<file path="src/jpeg_frame_size_scanner_core_macros.svh">
// Assertion macros for the JPEG frame size scanner.
// No dependencies; included by the core after its package import.
`ifndef JPEG_FRAME_SIZE_SCANNER_CORE_MACROS_SVH
`define JPEG_FRAME_SIZE_SCANNER_CORE_MACROS_SVH

// Same-cycle implication, disabled during reset.
`define JFSS_ASSERT_NOW(label, clk, rst, ante, cons, msg) \
   label: assert property (@(posedge clk) disable iff (rst) (ante) |-> (cons)) \
      else $error(msg);

// Next-cycle implication, disabled during reset.
`define JFSS_ASSERT_NEXT(label, clk, rst, ante, cons, msg) \
   label: assert property (@(posedge clk) disable iff (rst) (ante) |=> (cons)) \
      else $error(msg);

`endif

</file>
<file path="src/jfss_pkg.sv">
// Package for the JPEG frame size scanner: scan phase codes, status codes,
// marker byte constants and the start-of-frame test. No dependencies.
`default_nettype none

package jfss_pkg;

   localparam int PHASE_W = 4;

   localparam logic [PHASE_W-1:0] PH_START_FF = 4'd0;
   localparam logic [PHASE_W-1:0] PH_START_D8 = 4'd1;
   localparam logic [PHASE_W-1:0] PH_HUNT     = 4'd2;
   localparam logic [PHASE_W-1:0] PH_FILL     = 4'd3;
   localparam logic [PHASE_W-1:0] PH_SOF_LHI  = 4'd4;
   localparam logic [PHASE_W-1:0] PH_SOF_LLO  = 4'd5;
   localparam logic [PHASE_W-1:0] PH_SOF_PREC = 4'd6;
   localparam logic [PHASE_W-1:0] PH_SOF_HHI  = 4'd7;
   localparam logic [PHASE_W-1:0] PH_SOF_HLO  = 4'd8;
   localparam logic [PHASE_W-1:0] PH_SOF_WHI  = 4'd9;
   localparam logic [PHASE_W-1:0] PH_SOF_WLO  = 4'd10;
   localparam logic [PHASE_W-1:0] PH_SEG_LHI  = 4'd11;
   localparam logic [PHASE_W-1:0] PH_SEG_LLO  = 4'd12;
   localparam logic [PHASE_W-1:0] PH_SKIP     = 4'd13;
   localparam logic [PHASE_W-1:0] PH_DONE     = 4'd14;

   typedef logic [1:0] status_type;

   localparam status_type ST_SCANNING  = 2'd0;
   localparam status_type ST_FOUND     = 2'd1;
   localparam status_type ST_MALFORMED = 2'd2;
   localparam status_type ST_NOFRAME   = 2'd3;

   localparam logic [7:0] MK_FILL  = 8'hFF;
   localparam logic [7:0] MK_SOI   = 8'hD8;
   localparam logic [7:0] MK_SOS   = 8'hDA;
   localparam logic [7:0] MK_EOI   = 8'hD9;
   localparam logic [7:0] MK_SOF_LO = 8'hC0;
   localparam logic [7:0] MK_SOF_HI = 8'hCF;
   localparam logic [7:0] MK_DHT   = 8'hC4;
   localparam logic [7:0] MK_JPG   = 8'hC8;
   localparam logic [7:0] MK_DAC   = 8'hCC;

   localparam logic [15:0] MIN_SEG_LEN = 16'd2;

   function automatic logic is_sof(input logic [7:0] code);
      is_sof = (code >= MK_SOF_LO) && (code <= MK_SOF_HI) &&
               (code != MK_DHT) && (code != MK_JPG) && (code != MK_DAC);
   endfunction

endpackage

`default_nettype wire

</file>
<file path="src/jpeg_frame_size_scanner_core.sv">
// JPEG frame size scanner: the single module of the block.
// Depends on jfss_pkg and jpeg_frame_size_scanner_core_macros.svh.
//
// Usage: the request channel carries one byte of a JPEG file per word, with
// req_first_byte set on the first byte of each file, which restarts the scan.
// Every request word produces exactly one response word on the rsp_ channel:
// rsp_status is 0 while scanning, 1 when the frame size was found (width and
// height then valid), 2 on a malformed stream and 3 when a scan or end marker
// arrives before any frame header. Sizes read zero unless status is 1.
// After a final status, later bytes answer with status 0 until the next
// first byte.
// The response is valid in the cycle after request acceptance, and the block
// takes one byte every cycle while req_stall is low; the byte decode sits
// between the scan state registers and a single response register.
// When the receiver stalls, the response register holds its word and
// req_stall is raised only while that register is full and stalled.
// Synchronous reset empties the response register and sets the scan to
// expect the opening 0xFF of a file.
`default_nettype none

module jpeg_frame_size_scanner_core (
   input  wire logic                   clock,
   input  wire logic                   reset,
   input  wire logic                   req_valid,
   output      logic                   req_stall,
   input  wire logic [7:0]             req_data_byte,
   input  wire logic                   req_first_byte,
   output      logic                   rsp_valid,
   input  wire logic                   rsp_stall,
   output      jfss_pkg::status_type   rsp_status,
   output      logic [15:0]            rsp_frame_width,
   output      logic [15:0]            rsp_frame_height
);

   import jfss_pkg::*;

   logic [PHASE_W-1:0] phase_ff, phase_in, phase_cur;
   logic [15:0]        bytes_left_ff, bytes_left_in, bytes_left_cur, bytes_dec;
   logic               garbage_ff, garbage_in, garbage_cur;
   logic [7:0]         hold_ff, hold_in, hold_cur;
   logic [15:0]        width_ff, width_in, width_cur;
   logic [15:0]        height_ff, height_in, height_cur;
   logic [15:0]        seg_len;
   status_type         status_in;

   logic               rsp_valid_ff;
   status_type         rsp_status_ff;
   logic [15:0]        rsp_width_ff, rsp_height_ff;

   logic               accept;

   assign req_stall = rsp_valid_ff && rsp_stall;
   assign accept    = req_valid && !req_stall;

   always_comb begin
      if (req_first_byte) begin
         phase_cur      = PH_START_FF;
         bytes_left_cur = '0;
         garbage_cur    = 1'b0;
         hold_cur       = '0;
         width_cur      = '0;
         height_cur     = '0;
      end else begin
         phase_cur      = phase_ff;
         bytes_left_cur = bytes_left_ff;
         garbage_cur    = garbage_ff;
         hold_cur       = hold_ff;
         width_cur      = width_ff;
         height_cur     = height_ff;
      end
   end

   assign seg_len   = {hold_cur, req_data_byte};
   assign bytes_dec = bytes_left_cur - 16'd1;

   always_comb begin
      phase_in      = phase_cur;
      bytes_left_in = bytes_left_cur;
      garbage_in    = garbage_cur;
      hold_in       = hold_cur;
      width_in      = width_cur;
      height_in     = height_cur;
      status_in     = ST_SCANNING;
      unique case (phase_cur)
         PH_START_FF: begin
            if (req_data_byte == MK_FILL) begin
               phase_in = PH_START_D8;
            end else begin
               status_in = ST_MALFORMED;
               phase_in  = PH_DONE;
            end
         end
         PH_START_D8: begin
            if (req_data_byte == MK_SOI) begin
               phase_in   = PH_HUNT;
               garbage_in = 1'b0;
            end else begin
               status_in = ST_MALFORMED;
               phase_in  = PH_DONE;
            end
         end
         PH_HUNT: begin
            if (req_data_byte == MK_FILL) begin
               phase_in = PH_FILL;
            end else begin
               garbage_in = 1'b1;
            end
         end
         PH_FILL: begin
            if (req_data_byte == MK_FILL) begin
               phase_in = PH_FILL;
            end else if (garbage_cur) begin
               status_in = ST_MALFORMED;
               phase_in  = PH_DONE;
            end else if (is_sof(req_data_byte)) begin
               phase_in = PH_SOF_LHI;
            end else if (req_data_byte == MK_SOS || req_data_byte == MK_EOI) begin
               status_in = ST_NOFRAME;
               phase_in  = PH_DONE;
            end else begin
               phase_in = PH_SEG_LHI;
            end
         end
         PH_SOF_LHI:  phase_in = PH_SOF_LLO;
         PH_SOF_LLO:  phase_in = PH_SOF_PREC;
         PH_SOF_PREC: phase_in = PH_SOF_HHI;
         PH_SOF_HHI: begin
            hold_in  = req_data_byte;
            phase_in = PH_SOF_HLO;
         end
         PH_SOF_HLO: begin
            height_in = seg_len;
            phase_in  = PH_SOF_WHI;
         end
         PH_SOF_WHI: begin
            hold_in  = req_data_byte;
            phase_in = PH_SOF_WLO;
         end
         PH_SOF_WLO: begin
            width_in  = seg_len;
            status_in = ST_FOUND;
            phase_in  = PH_DONE;
         end
         PH_SEG_LHI: begin
            hold_in  = req_data_byte;
            phase_in = PH_SEG_LLO;
         end
         PH_SEG_LLO: begin
            if (seg_len < MIN_SEG_LEN) begin
               status_in = ST_MALFORMED;
               phase_in  = PH_DONE;
            end else if (seg_len == MIN_SEG_LEN) begin
               garbage_in = 1'b0;
               phase_in   = PH_HUNT;
            end else begin
               bytes_left_in = seg_len - MIN_SEG_LEN;
               phase_in      = PH_SKIP;
            end
         end
         PH_SKIP: begin
            bytes_left_in = bytes_dec;
            if (bytes_dec == 16'd0) begin
               garbage_in = 1'b0;
               phase_in   = PH_HUNT;
            end
         end
         default: phase_in = PH_DONE;
      endcase
   end

   always_ff @(posedge clock) begin
      if (reset) begin
         phase_ff      <= PH_START_FF;
         bytes_left_ff <= '0;
         garbage_ff    <= 1'b0;
         hold_ff       <= '0;
         width_ff      <= '0;
         height_ff     <= '0;
      end else if (accept) begin
         phase_ff      <= phase_in;
         bytes_left_ff <= bytes_left_in;
         garbage_ff    <= garbage_in;
         hold_ff       <= hold_in;
         width_ff      <= width_in;
         height_ff     <= height_in;
      end
   end

   always_ff @(posedge clock) begin
      if (reset) begin
         rsp_valid_ff <= 1'b0;
      end else if (accept) begin
         rsp_valid_ff <= 1'b1;
      end else if (!rsp_stall) begin
         rsp_valid_ff <= 1'b0;
      end
   end

   always_ff @(posedge clock) begin
      if (accept) begin
         rsp_status_ff <= status_in;
         rsp_width_ff  <= (status_in == ST_FOUND) ? width_in : 16'd0;
         rsp_height_ff <= (status_in == ST_FOUND) ? height_in : 16'd0;
      end
   end

   assign rsp_valid        = rsp_valid_ff;
   assign rsp_status       = rsp_status_ff;
   assign rsp_frame_width  = rsp_width_ff;
   assign rsp_frame_height = rsp_height_ff;

`include "jpeg_frame_size_scanner_core_macros.svh"

   `JFSS_ASSERT_NEXT(a_accept_gives_rsp, clock, reset, accept, rsp_valid, "accepted word gave no response")
   `JFSS_ASSERT_NOW(a_stall_only_when_full, clock, reset, req_stall, rsp_valid_ff, "request stalled with empty response register")
   `JFSS_ASSERT_NOW(a_sizes_zero_unless_found, clock, reset, rsp_valid && rsp_status != ST_FOUND, rsp_frame_width == 16'd0 && rsp_frame_height == 16'd0, "sizes nonzero without found status")
   `JFSS_ASSERT_NEXT(a_done_stays_quiet, clock, reset, accept && phase_ff == PH_DONE && !req_first_byte, rsp_status == ST_SCANNING && phase_ff == PH_DONE, "scan left done state without restart")

endmodule

`default_nettype wire

</file>
<file path="config.mk">
export PLATFORM = sky130hd
export DESIGN_NAME = jpeg_frame_size_scanner_core
export DESIGN_NICKNAME = d
export VERILOG_FILES = /design/src/jfss_pkg.sv /design/src/jpeg_frame_size_scanner_core.sv
export VERILOG_INCLUDE_DIRS = /design/src /design/src/src
export SDC_FILE = /design/constraint.sdc
export NUM_CORES = 1
export LEC_CHECK = 0
export ABC_AREA = 1
export BUFFER_PORTS_ARGS = -buffer_cell sky130_fd_sc_hd__buf_2
export CORE_MARGIN = 8
export CORE_UTILIZATION = 54
export DETAILED_ROUTE_END_ITERATION = 10
export GPL_TIMING_DRIVEN = 0
export HOLD_SLACK_MARGIN = 0.02
export PLACE_DENSITY = 0.71
export SYNTH_ARGS = -nofsm -noshare
export SYNTH_HDL_FRONTEND = slang
export SYNTH_SLANG_ARGS = --single-unit
</file>
<file path="constraint.sdc">
create_clock -name clock -period 2.8 [get_ports clock]
set_clock_uncertainty 0.05 [all_clocks]
set_input_delay 0.42 -clock clock [delete_from_list [all_inputs] [get_ports clock]]
set_output_delay 0.42 -clock clock [all_outputs]
set_load 0.05 [all_outputs]
</file>
==> qor.yml, run 1 <==
clock_network:
  clkSinkCount: 80
  post_cts_hold_buffer_count: 0
  tritoncts: "done"
  ctsHtreeMaxLevel: 3
  total_of_cells_resized_after_clock_tree_synthesis: 0
  postCtsSetupRepairBufs: 0
  cts-root-buf: "sky130_fd_sc_hd__clkbuf_8"
  clock_network_latency_to_the_later_pin_of_the_worst_skew_pair_ns: 0.36
  numCtsBuffers: 9
  clkTransAtPathRegs_ns: 0.09
  cts_max_path_buffers: 2
sta:
  final-hold-violation-count: 0
  report.final.setup_viol: 0
  slew_headroom_pct: 25.6
  min_tclk_post_route_ns: 2.38
  unrepaired_setup_endpoints_after_global_routing: "false"
  timing.final.crit_share_pct: 85.1
  slew_violations: 0
  finalSetupTns_ns: 0
  setup_ws_ns: 0.417
  tightest_slew_ns: 1.12
  top_achievable_clock_speed_ghz: 0.420
place:
  dp.final_hpwl_mm: 10.4
  routabilityCongestion: 0.937
  port_buffers: 48
  place_worst_setup_slack_ns: 0.114
run:
  drv.max_cap_violation_count: 0
yosys:
  synth_edf_count: 34
  syn-cell-area_um2: 4880
  synth_top_area_share_pct: 20.9
  yosysSeqAreaShare_pct: 39.8
  netlist-cell-type-count: 39
  ys_dominant_reg_cell: "sky130_fd_sc_hd__dfxtp_1"
  synth.largest_area_cell: "sky130_fd_sc_hd__edfxtp_1"
  ys_ff_latch: 80
  synth.area.top_cells: "sky130_fd_sc_hd__edfxtp_1, sky130_fd_sc_hd__dfxtp_1, sky130_fd_sc_hd__nand2_1"
  postSynthAreaPerCell_um2: 7.14
  syn-num-nets: 700
  syn-instance-count: 683
  synth_async_sr_flop_share_pct: 0
  yosys_warnings: 0
global_routing:
  global_route.usage.total_pct: 22.4
  largest_net_degree_at_the_start_of_global_routing: 44
  antenna_found_initial: 0
  grt_pass1_vias: 4564
  grt_overflow_total: 0
  grt_pass1_wl_mm: 22.6
run_status:
  outcome: "complete, no violations"
die:
  fp.coreArea_um2: 8720
  die_h_um: 111
  floorplan.die_area_um2: 12300
  row_count: 34
  chipWidth_um: 111
  design.portCount: 49
  initial_util_pct: 55.9
layout:
  layout.cells.most_common_list: "sky130_fd_sc_hd__nand2_1, sky130_fd_sc_hd__inv_1, sky130_fd_sc_hd__nor2_1, sky130_fd_sc_hd__o21ai_0, sky130_fd_sc_hd__buf_2"
  drive_above_1_share_pct: 14.6
  final_common_cell: "sky130_fd_sc_hd__nand2_1"
  n_antenna_cell: 0
  syn2layout_area_growth_pct: 12.2
  final_net_count: 759
detailed_routing:
  drt_pre_antenna_iters: 5
  number_of_drc_violations_after_detailed_routing_iteration_0: 361
  drc_errors: 0
  via_total_after_detailed_routing: 4779
  average_vias_per_placed_instance: 5.59
  drt-wirelength-per-cell_um: 16.3
  route.antenna.remaining_nets: 0
  routed_wl_mm: 14.0
pwr:
  internal_power_uw: 1950
  vdd_ir_drop_max_v: 0.000286
  leakagePower_uw: 0.00259
  fraction_of_power_spent_switching_nets_pct: 32.5
  power.combinational.fraction_pct: 20.5
  p_switching_uw: 941
  p_clk_share_pct: 33.9
  total_power_uw: 2890
  pwr_density_cell_nw_per_um2: 528
  seq_power_share_pct: 45.7
setup_path:
  crit_fanout: 8
  path_common_cell: "sky130_fd_sc_hd__nand2_1"
  cell_chain_of_the_critical_path: "buf_2 -> inv_2 -> nand2_1 -> ha_1 -> nand3_1 -> nor2_1 -> nand2_1 -> nand2_1 -> nor2_1 -> nand3_1 -> nor2_1 -> nand2_1 -> nand2_2 -> nand2_1 -> o31ai_1 -> inv_1"
  critical-path-slowest-cell: "sky130_fd_sc_hd__o31ai_1"
  critical_path.startpoint_type: "primary input"
  critPathRequiredTime_ns: 3.00
  critical_path_buf_inv_count: 3
  crit_path_end_kind: "flop"
  setup.worst_path.class: "primary input to flop"
  crit_arrival_ns: 2.58
  critical_path.top_delay_family: "simple AND/OR/NAND/NOR gates"
  timing.critical_path.slowest_cell_delay_ns: 0.29
worst_hold_path:
  hold_path.class: "primary input to flop"
==> per-layer routing <==
layer | part of all wire [%] | GRT usage [%]
met5 | 0 | 0
met4 | 3.4 | 10.3
met3 | 9.2 | 5.03
met2 | 47 | 36.9
met1 | 40 | 27.1
==> cells by family after synthesis <==
| kind of cell | share of synthesized area, % |
|---|---|
| compound gates | 19.2 |
| xor+xnor | 1.98 |
| fa+ha+maj | 1.03 |
| buf+inv | 11.8 |
| flops | 39.8 |
| simple gates | 26.2 |
==> through the flow <==
step                      instances  hold slack [ns]  utilization (%)  area, um2
after floorplan                 683            0.394                -       4880
after global placement          839            0.411             60.2       5250
after detailed placement        839            0.416             60.2       5250
after CTS                       855            0.259             62.8       5470
after global routing            855            0.300             62.8       5470
final                           855            0.267             62.8       5470
==> synthesized netlist by cell type, types with 3 or more instances <==
cell type and number:
sky130_fd_sc_hd__clkbuf_1 22, sky130_fd_sc_hd__nand4_1 5, sky130_fd_sc_hd__nand2_2 6, sky130_fd_sc_hd__nor3_1 5, sky130_fd_sc_hd__dfxtp_1 46, sky130_fd_sc_hd__buf_6 3, sky130_fd_sc_hd__a21oi_1 30, sky130_fd_sc_hd__o211ai_1 27
sky130_fd_sc_hd__buf_1 4, sky130_fd_sc_hd__nor2_1 94, sky130_fd_sc_hd__nor2_2 6, sky130_fd_sc_hd__nand2_1 133, sky130_fd_sc_hd__ha_1 4, sky130_fd_sc_hd__a31oi_1 15, sky130_fd_sc_hd__edfxtp_1 34, sky130_fd_sc_hd__inv_1 103
sky130_fd_sc_hd__a211oi_1 4, sky130_fd_sc_hd__nand3_1 31, sky130_fd_sc_hd__xor2_1 11, sky130_fd_sc_hd__buf_2 7, sky130_fd_sc_hd__a41oi_2 4, sky130_fd_sc_hd__inv_2 6, sky130_fd_sc_hd__o21ai_0 60
==> worst register-to-register path, cell delays in order (launching register included) <==
cell	delay, ns
sky130_fd_sc_hd__dfxtp_1	0.32
sky130_fd_sc_hd__nand2_1	0.07
sky130_fd_sc_hd__inv_1	0.05
sky130_fd_sc_hd__nor2_1	0.50
sky130_fd_sc_hd__clkbuf_2	0.96
sky130_fd_sc_hd__a41oi_2	0.24
==> flip-flops by register name, summed over array words and instances (netlist names) <==
signal	cells
bytes_left_ff	16
rsp_frame_width	16
garbage_ff	1
phase_ff	4
rsp_frame_height	16
rsp_valid	1
height_ff	16
hold_ff	8
rsp_status	2
==> cell type report <==
cell class                 instances  area, um2
fill                             803       3250
multi-input combinational        458       2360
sequential                        80       1940
inverter                         109        409
timing repair buffer              48        240
buffer                            36        168
tap                              108        135
clock buffer                      10        128
clock inverter                     6       92.6
==> power by group through the flow <==
stage	Sequential, uW	Combinational [uW]	Clock (uW)
floorplan	1420	351	0
global placement	1340	577	0
detailed placement	1350	583	0
CTS	1320	586	989
global route	1330	653	1040
finish	1320	592	980
==> final timing paths <==
check                                              from                       endpoint  slack [ns]  cells past startpoint
worst max-delay path                     req_first_byte       phase_ff[3]$_SDFFE_PP0P_        0.42                     16
worst min-delay path                          req_valid         rsp_valid$_SDFFE_PP0P_        0.27                      3
worst max register to register   rsp_valid$_SDFFE_PP0P_  bytes_left_ff[7]$_SDFFE_PP0P_        0.45                      5
worst min register to register  garbage_ff$_SDFFE_PP0P_        garbage_ff$_SDFFE_PP0P_        0.43                      2
Power figures use the tool's default switching activity.
==> inputs of run 2 (changes only) <==
- clock period: 2.8 -> 2.3 ns (I/O delays scaled with it)
==> run 2 against run 1 <==
Compared with the run above: clock power grew 5%; hold slack worse by 0.074 ns; cell count stayed put; critical path depth down 1; cell area is 0.34% higher; register-to-register slack got worse by 0.34 ns; sequential power up 22%; highest routed layer unchanged.
==> qor.yml, run 2 (synthesized netlist as in run 1, its figures left out) <==
layout:
  n_antenna_cell: 0
  final_design_area_no_fill_um2: 5490
  layout.cells.non_filler: 855
  final_net_count: 759
  final-seq-area_um2: 1940
  fillers: 801
  drive_above_1_share_pct: 16.6
  area_of_the_multi_input_gates_um2: 2410
  post-route-util_pct: 63.0
  syn2layout_area_growth_pct: 12.6
  final_common_cell: "sky130_fd_sc_hd__nand2_1"
  layout.cells.most_common_list: "sky130_fd_sc_hd__nand2_1, sky130_fd_sc_hd__inv_1, sky130_fd_sc_hd__nor2_1, sky130_fd_sc_hd__o21ai_0, sky130_fd_sc_hd__buf_2"
global_routing:
  largest_net_degree_at_the_start_of_global_routing: 44
  global_route.usage.total_pct: 22.2
  grt_pass1_wl_mm: 22.5
  grt_pass1_vias: 4545
  grt_overflow_total: 0
  antenna_found_initial: 0
sta:
  timing.final.crit_share_pct: 95.2
  final-hold-violation-count: 0
  min_tclk_post_route_ns: 2.19
  worst_hold_slack_after_final_layout_ns: 0.192
  unrepaired_setup_endpoints_after_global_routing: "true"
  slew_headroom_pct: 53.1
  report.final.setup_viol: 0
  top_achievable_clock_speed_ghz: 0.457
  tightest_slew_ns: 0.704
  slew_violations: 0
  finalSetupTns_ns: 0
place:
  routabilityCongestion: 0.921
  postPlaceCellArea_um2: 5260
  port_buffers: 48
  dp.final_hpwl_mm: 10.4
  dp_cells: 839
setup_path:
  critPathRequiredTime_ns: 2.51
  timing.reg2reg.setup_slack_ns: 0.11
  worst-r2r-cell-count: 15
  path_common_cell: "sky130_fd_sc_hd__nand2_1"
  regToRegStartpoint: "bytes_left_ff[1]$_SDFFE_PP0P_"
  critical_path.startpoint_type: "flop"
  critical-path-slowest-cell: "sky130_fd_sc_hd__dfxtp_1"
  setup.worst_path.class: "flop to flop"
  critical_path.endpoint: "phase_ff[3]$_SDFFE_PP0P_"
  crit_fanout: 4
  crit_path_end_kind: "flop"
  timing.critical_path.slowest_cell_delay_ns: 0.33
  cell_chain_of_the_critical_path: "nand2_2 -> ha_2 -> nand2_1 -> nor2_4 -> nand2_1 -> nand2_1 -> nand2_1 -> nor2_1 -> nand3_1 -> nor2_2 -> nand2_2 -> nand2_2 -> nand2_1 -> o31ai_2 -> inv_1"
  r2r-end: "phase_ff[3]$_SDFFE_PP0P_"
  critical_path.startpoint: "bytes_left_ff[1]$_SDFFE_PP0P_"
  crit_arrival_ns: 2.40
detailed_routing:
  drt_pre_antenna_iters: 6
  via_total_after_detailed_routing: 4800
  average_vias_per_placed_instance: 5.61
  number_of_drc_violations_after_detailed_routing_iteration_0: 382
  routed_wl_mm: 14.1
  drc_errors: 0
  route.antenna.remaining_nets: 0
  drt-wirelength-per-cell_um: 16.4
pwr:
  leakagePower_uw: 0.00259
  pwr_density_cell_nw_per_um2: 614
  vdd_ir_drop_max_v: 0.000317
  power.combinational.fraction_pct: 21.8
  fraction_of_power_spent_switching_nets_pct: 35.4
  p_clk_share_pct: 30.6
  p_switching_uw: 1190
  seq_power_share_pct: 47.7
  internal_power_uw: 2180
clock_network:
  numCtsBuffers: 9
  clkSinkCount: 80
  ctsHtreeMaxLevel: 3
  tritoncts: "done"
  postCtsSetupRepairBufs: 0
  cts_max_path_buffers: 2
  clkTransAtPathRegs_ns: 0.10
  cts-root-buf: "sky130_fd_sc_hd__clkbuf_8"
  clock_network_latency_to_the_later_pin_of_the_worst_skew_pair_ns: 0.37
die:
  design.portCount: 49
  chipWidth_um: 111
  initial_util_pct: 55.9
  floorplan.die_area_um2: 12300
  die_h_um: 111
  fp.coreArea_um2: 8720
  row_count: 34
worst_hold_path:
  hold_path.class: "primary input to flop"
run:
  drv.max_cap_violation_count: 0
run_status:
  outcome: "complete, no violations"
## run 2: routing by layer
layer,vias to the layer above,global-route usage [%],routed length (um)
li1,2361,-,-
met5,-,0,0
met3,41,4.87,1080
met1,2194,26.8,5890
met2,204,36.8,6610
met4,0,10.0,469
## run 2: worst min-delay path by stage
stage	startpoint	end	slack, ns	cells past startpoint
after floorplan	garbage_ff$_SDFFE_PP0P_	garbage_ff$_SDFFE_PP0P_	0.39	2
final	rsp_stall	rsp_valid$_SDFFE_PP0P_	0.19	3
after global routing	rsp_stall	rsp_valid$_SDFFE_PP0P_	0.22	3
after detailed placement	garbage_ff$_SDFFE_PP0P_	garbage_ff$_SDFFE_PP0P_	0.41	2
after CTS	req_valid	rsp_valid$_SDFFE_PP0P_	0.18	3
after global placement	garbage_ff$_SDFFE_PP0P_	garbage_ff$_SDFFE_PP0P_	0.41	2
## run 2: what timing repair did
action	CTS	global route
endpoints found under the hold margin	0	0
endpoints found under the setup margin	1	36
hold buffers	0	0
gates resized for setup	1	17
pin swaps	0	1
## run 2: area by class of cell
type / instances / area share (%)
inverters: 109 / 7.45
clock buffers: 9 / 2.26
repair buffers: 48 / 4.37
clock inverters: 7 / 1.09
flip-flops and latches: 80 / 35.4
plain buffers: 36 / 3.14
multi-input cells: 458 / 43.9
well taps: 108 / 2.46
## run 2: critical path, delay by kind of cell, from the launching register on
kind                     cells  cell delay [ns]
AND/OR/NAND/NOR             12             1.19
adder cells (fa/ha/maj)      1             0.20
flip-flops                   1             0.33
buffers and inverters        1             0.07
AO/OA/AOI/OAI                1             0.24
## run 2: power by group through the flow
stage	logic (uW)	clock network, uW	registers [uW]
after global routing	808	1080	1620
after CTS	713	1040	1600
after global placement	703	0	1630
final	735	1030	1610
after detailed placement	709	0	1640
after floorplan	428	0	1730
## run 2: per-stage QoR
| step | setup WS, ns | power, uW |
|---|---|---|
| floorplan | 0.207 | 2160 |
| global placement | -0.351 | 2340 |
| detailed placement | -0.319 | 2350 |
| CTS | 0.0363 | 3350 |
| global route | -0.0792 | 3510 |
| finish | 0.111 | 3370 |
==> inputs of run 3 (changes only) <==
- REMOVE_ABC_BUFFERS: default -> 1
==> run 3 against run 2 <==
Compared with the run above: hold slack got worse by 0.0014 ns; clock-buffer cell count rose by 1; cell count is 2.6% lower; via count fell by 4.6%; first-iteration DRC count shrank 25%; critical path type unchanged; largest cell class unchanged; largest power group unchanged.
==> qor.yml, run 3 (synthesized netlist as in run 1, its figures left out) <==
place:
  dp_cells: 805
  port_buffers: 48
  routabilityCongestion: 0.937
  dp.final_hpwl_mm: 8.59
layout:
  n_antenna_cell: 0
  fillers: 799
  final_common_cell: "sky130_fd_sc_hd__nand2_1"
  final_net_count: 737
  drive_above_1_share_pct: 16.3
  layout.cells.non_filler: 833
  layout.cells.most_common_list: "sky130_fd_sc_hd__nand2_1, sky130_fd_sc_hd__inv_1, sky130_fd_sc_hd__nor2_1, sky130_fd_sc_hd__o21ai_0, sky130_fd_sc_hd__buf_2"
  syn2layout_area_growth_pct: 12.0
worst_hold_path:
  hold_path.class: "primary input to flop"
global_routing:
  largest_net_degree_at_the_start_of_global_routing: 47
  grt_pass1_wl_mm: 20.4
  grt_pass1_vias: 4216
  antenna_found_initial: 0
  grt_overflow_total: 0
  global_route.usage.total_pct: 19.8
setup_path:
  setup.worst_path.class: "flop to flop"
  crit_arrival_ns: 2.35
  crit_path_end_kind: "flop"
  crit_fanout: 19
  critical_path.startpoint_type: "flop"
  critPathRequiredTime_ns: 2.49
die:
  row_count: 34
  floorplan.die_area_um2: 12300
  design.portCount: 49
  die_h_um: 111
  fp.coreArea_um2: 8720
  chipWidth_um: 111
  initial_util_pct: 55.9
detailed_routing:
  routed_wl_mm: 12.6
  average_vias_per_placed_instance: 5.50
  drt-wirelength-per-cell_um: 15.1
  drt_pre_antenna_iters: 5
  drc_errors: 0
  via_total_after_detailed_routing: 4580
  number_of_drc_violations_after_detailed_routing_iteration_0: 286
  route.antenna.remaining_nets: 0
sta:
  unrepaired_setup_endpoints_after_global_routing: "true"
  report.final.setup_viol: 0
  top_achievable_clock_speed_ghz: 0.463
  slew_violations: 0
  timing.final.crit_share_pct: 93.8
  final-hold-violation-count: 0
  tightest_slew_ns: 1.39
  slew_headroom_pct: 7.33
  finalSetupTns_ns: 0
  min_tclk_post_route_ns: 2.16
clock_network:
  clock_network_latency_to_the_later_pin_of_the_worst_skew_pair_ns: 0.35
  post_cts_hold_buffer_count: 0
  clkSinkCount: 80
  cts-root-buf: "sky130_fd_sc_hd__clkbuf_8"
  clkTransAtPathRegs_ns: 0.09
  numCtsBuffers: 9
  ctsHtreeMaxLevel: 3
  cts_max_path_buffers: 2
  tritoncts: "done"
run_status:
  outcome: "complete, no violations"
pwr:
  vdd_ir_drop_max_v: 0.000270
  leakagePower_uw: 0.00256
  pwr_density_cell_nw_per_um2: 596
run:
  drv.max_cap_violation_count: 0
-- run 3: cell count changes in the layout (fill, tap and decap cells not counted), sizes merged --
cell      before  now
clkbuf        32   10
clkinvlp       0    5
nor2         103  104
inv          114  109
buf           61   60
-- run 3: layout make-up --
class                   instances  area (um2)  share of cell area (%)
clock buffers                  10         128                    2.34
clock inverters                 6        43.8                   0.802
inverters                     109         429                    7.86
multi-input cells             459        2410                    44.1
flip-flops and latches         80        1940                    35.6
well taps                     108         135                    2.47
repair buffers                 60         365                    6.69
repair inverters                1        7.51                   0.137
-- run 3: where the power goes --
part	internal [uW]	switching (uW)
clock network	394	538
logic	201	516
registers	1560	41.6
total	2160	1100
-- run 3: metal layers --
layer / vias up / global-route usage, % / wire (um)
li1: 2309 / - / -
met1: 2124 / 25.3 / 5790
met2: 122 / 32.1 / 5870
met3: 25 / 3.79 / 658
met4: 0 / 8.00 / 257
met5: - / 0 / 0
-- run 3: worst max-delay path: stages (launching register included) --
cell	delay, ns
sky130_fd_sc_hd__dfxtp_1	0.32
sky130_fd_sc_hd__nand2_1	0.07
sky130_fd_sc_hd__inv_1	0.11
sky130_fd_sc_hd__nor2_4	0.49
sky130_fd_sc_hd__inv_1	0.46
sky130_fd_sc_hd__a21oi_1	0.25
sky130_fd_sc_hd__o21ai_0	0.12
sky130_fd_sc_hd__o211ai_1	0.11
sky130_fd_sc_hd__inv_1	0.06
-- run 3: stage by stage --
| step | util [%] | power (uW) | hold slack, ns | setup slack (ns) | cell area (um2) |
|---|---|---|---|---|---|
| CTS | 61.5 | 3240 | 0.175 | 0.0146 | 5360 |
| finish | 62.6 | 3250 | 0.191 | 0.142 | 5460 |
| detailed placement | 58.9 | 2310 | 0.427 | -1.32 | 5130 |
| floorplan | - | 2140 | 0.364 | -3.97 | 4710 |
| global placement | 58.3 | 2310 | 0.403 | -6.55 | 5080 |
| global route | 62.6 | 3400 | 0.176 | -0.0282 | 5460 |
-- run 3: path summary, 6_finish.rpt --
path	startpoint	to	depth (start not counted)	slack [ns]
worst max-delay path	rsp_valid$_SDFFE_PP0P_	hold_ff[1]$_SDFFE_PP0P_	8	0.14
worst min-delay path	reset	garbage_ff$_SDFFE_PP0P_	2	0.19
worst max register to register	rsp_valid$_SDFFE_PP0P_	hold_ff[1]$_SDFFE_PP0P_	8	0.14
worst min register to register	garbage_ff$_SDFFE_PP0P_	garbage_ff$_SDFFE_PP0P_	2	0.43
-- run 3: what timing repair did --
action | in CTS | in global routing
gates cloned | 2 | 0
gates resized for setup | 12 | 9
endpoints found under the setup margin | 51 | 33
setup buffers | 1 | 9
pin swaps | 1 | 1
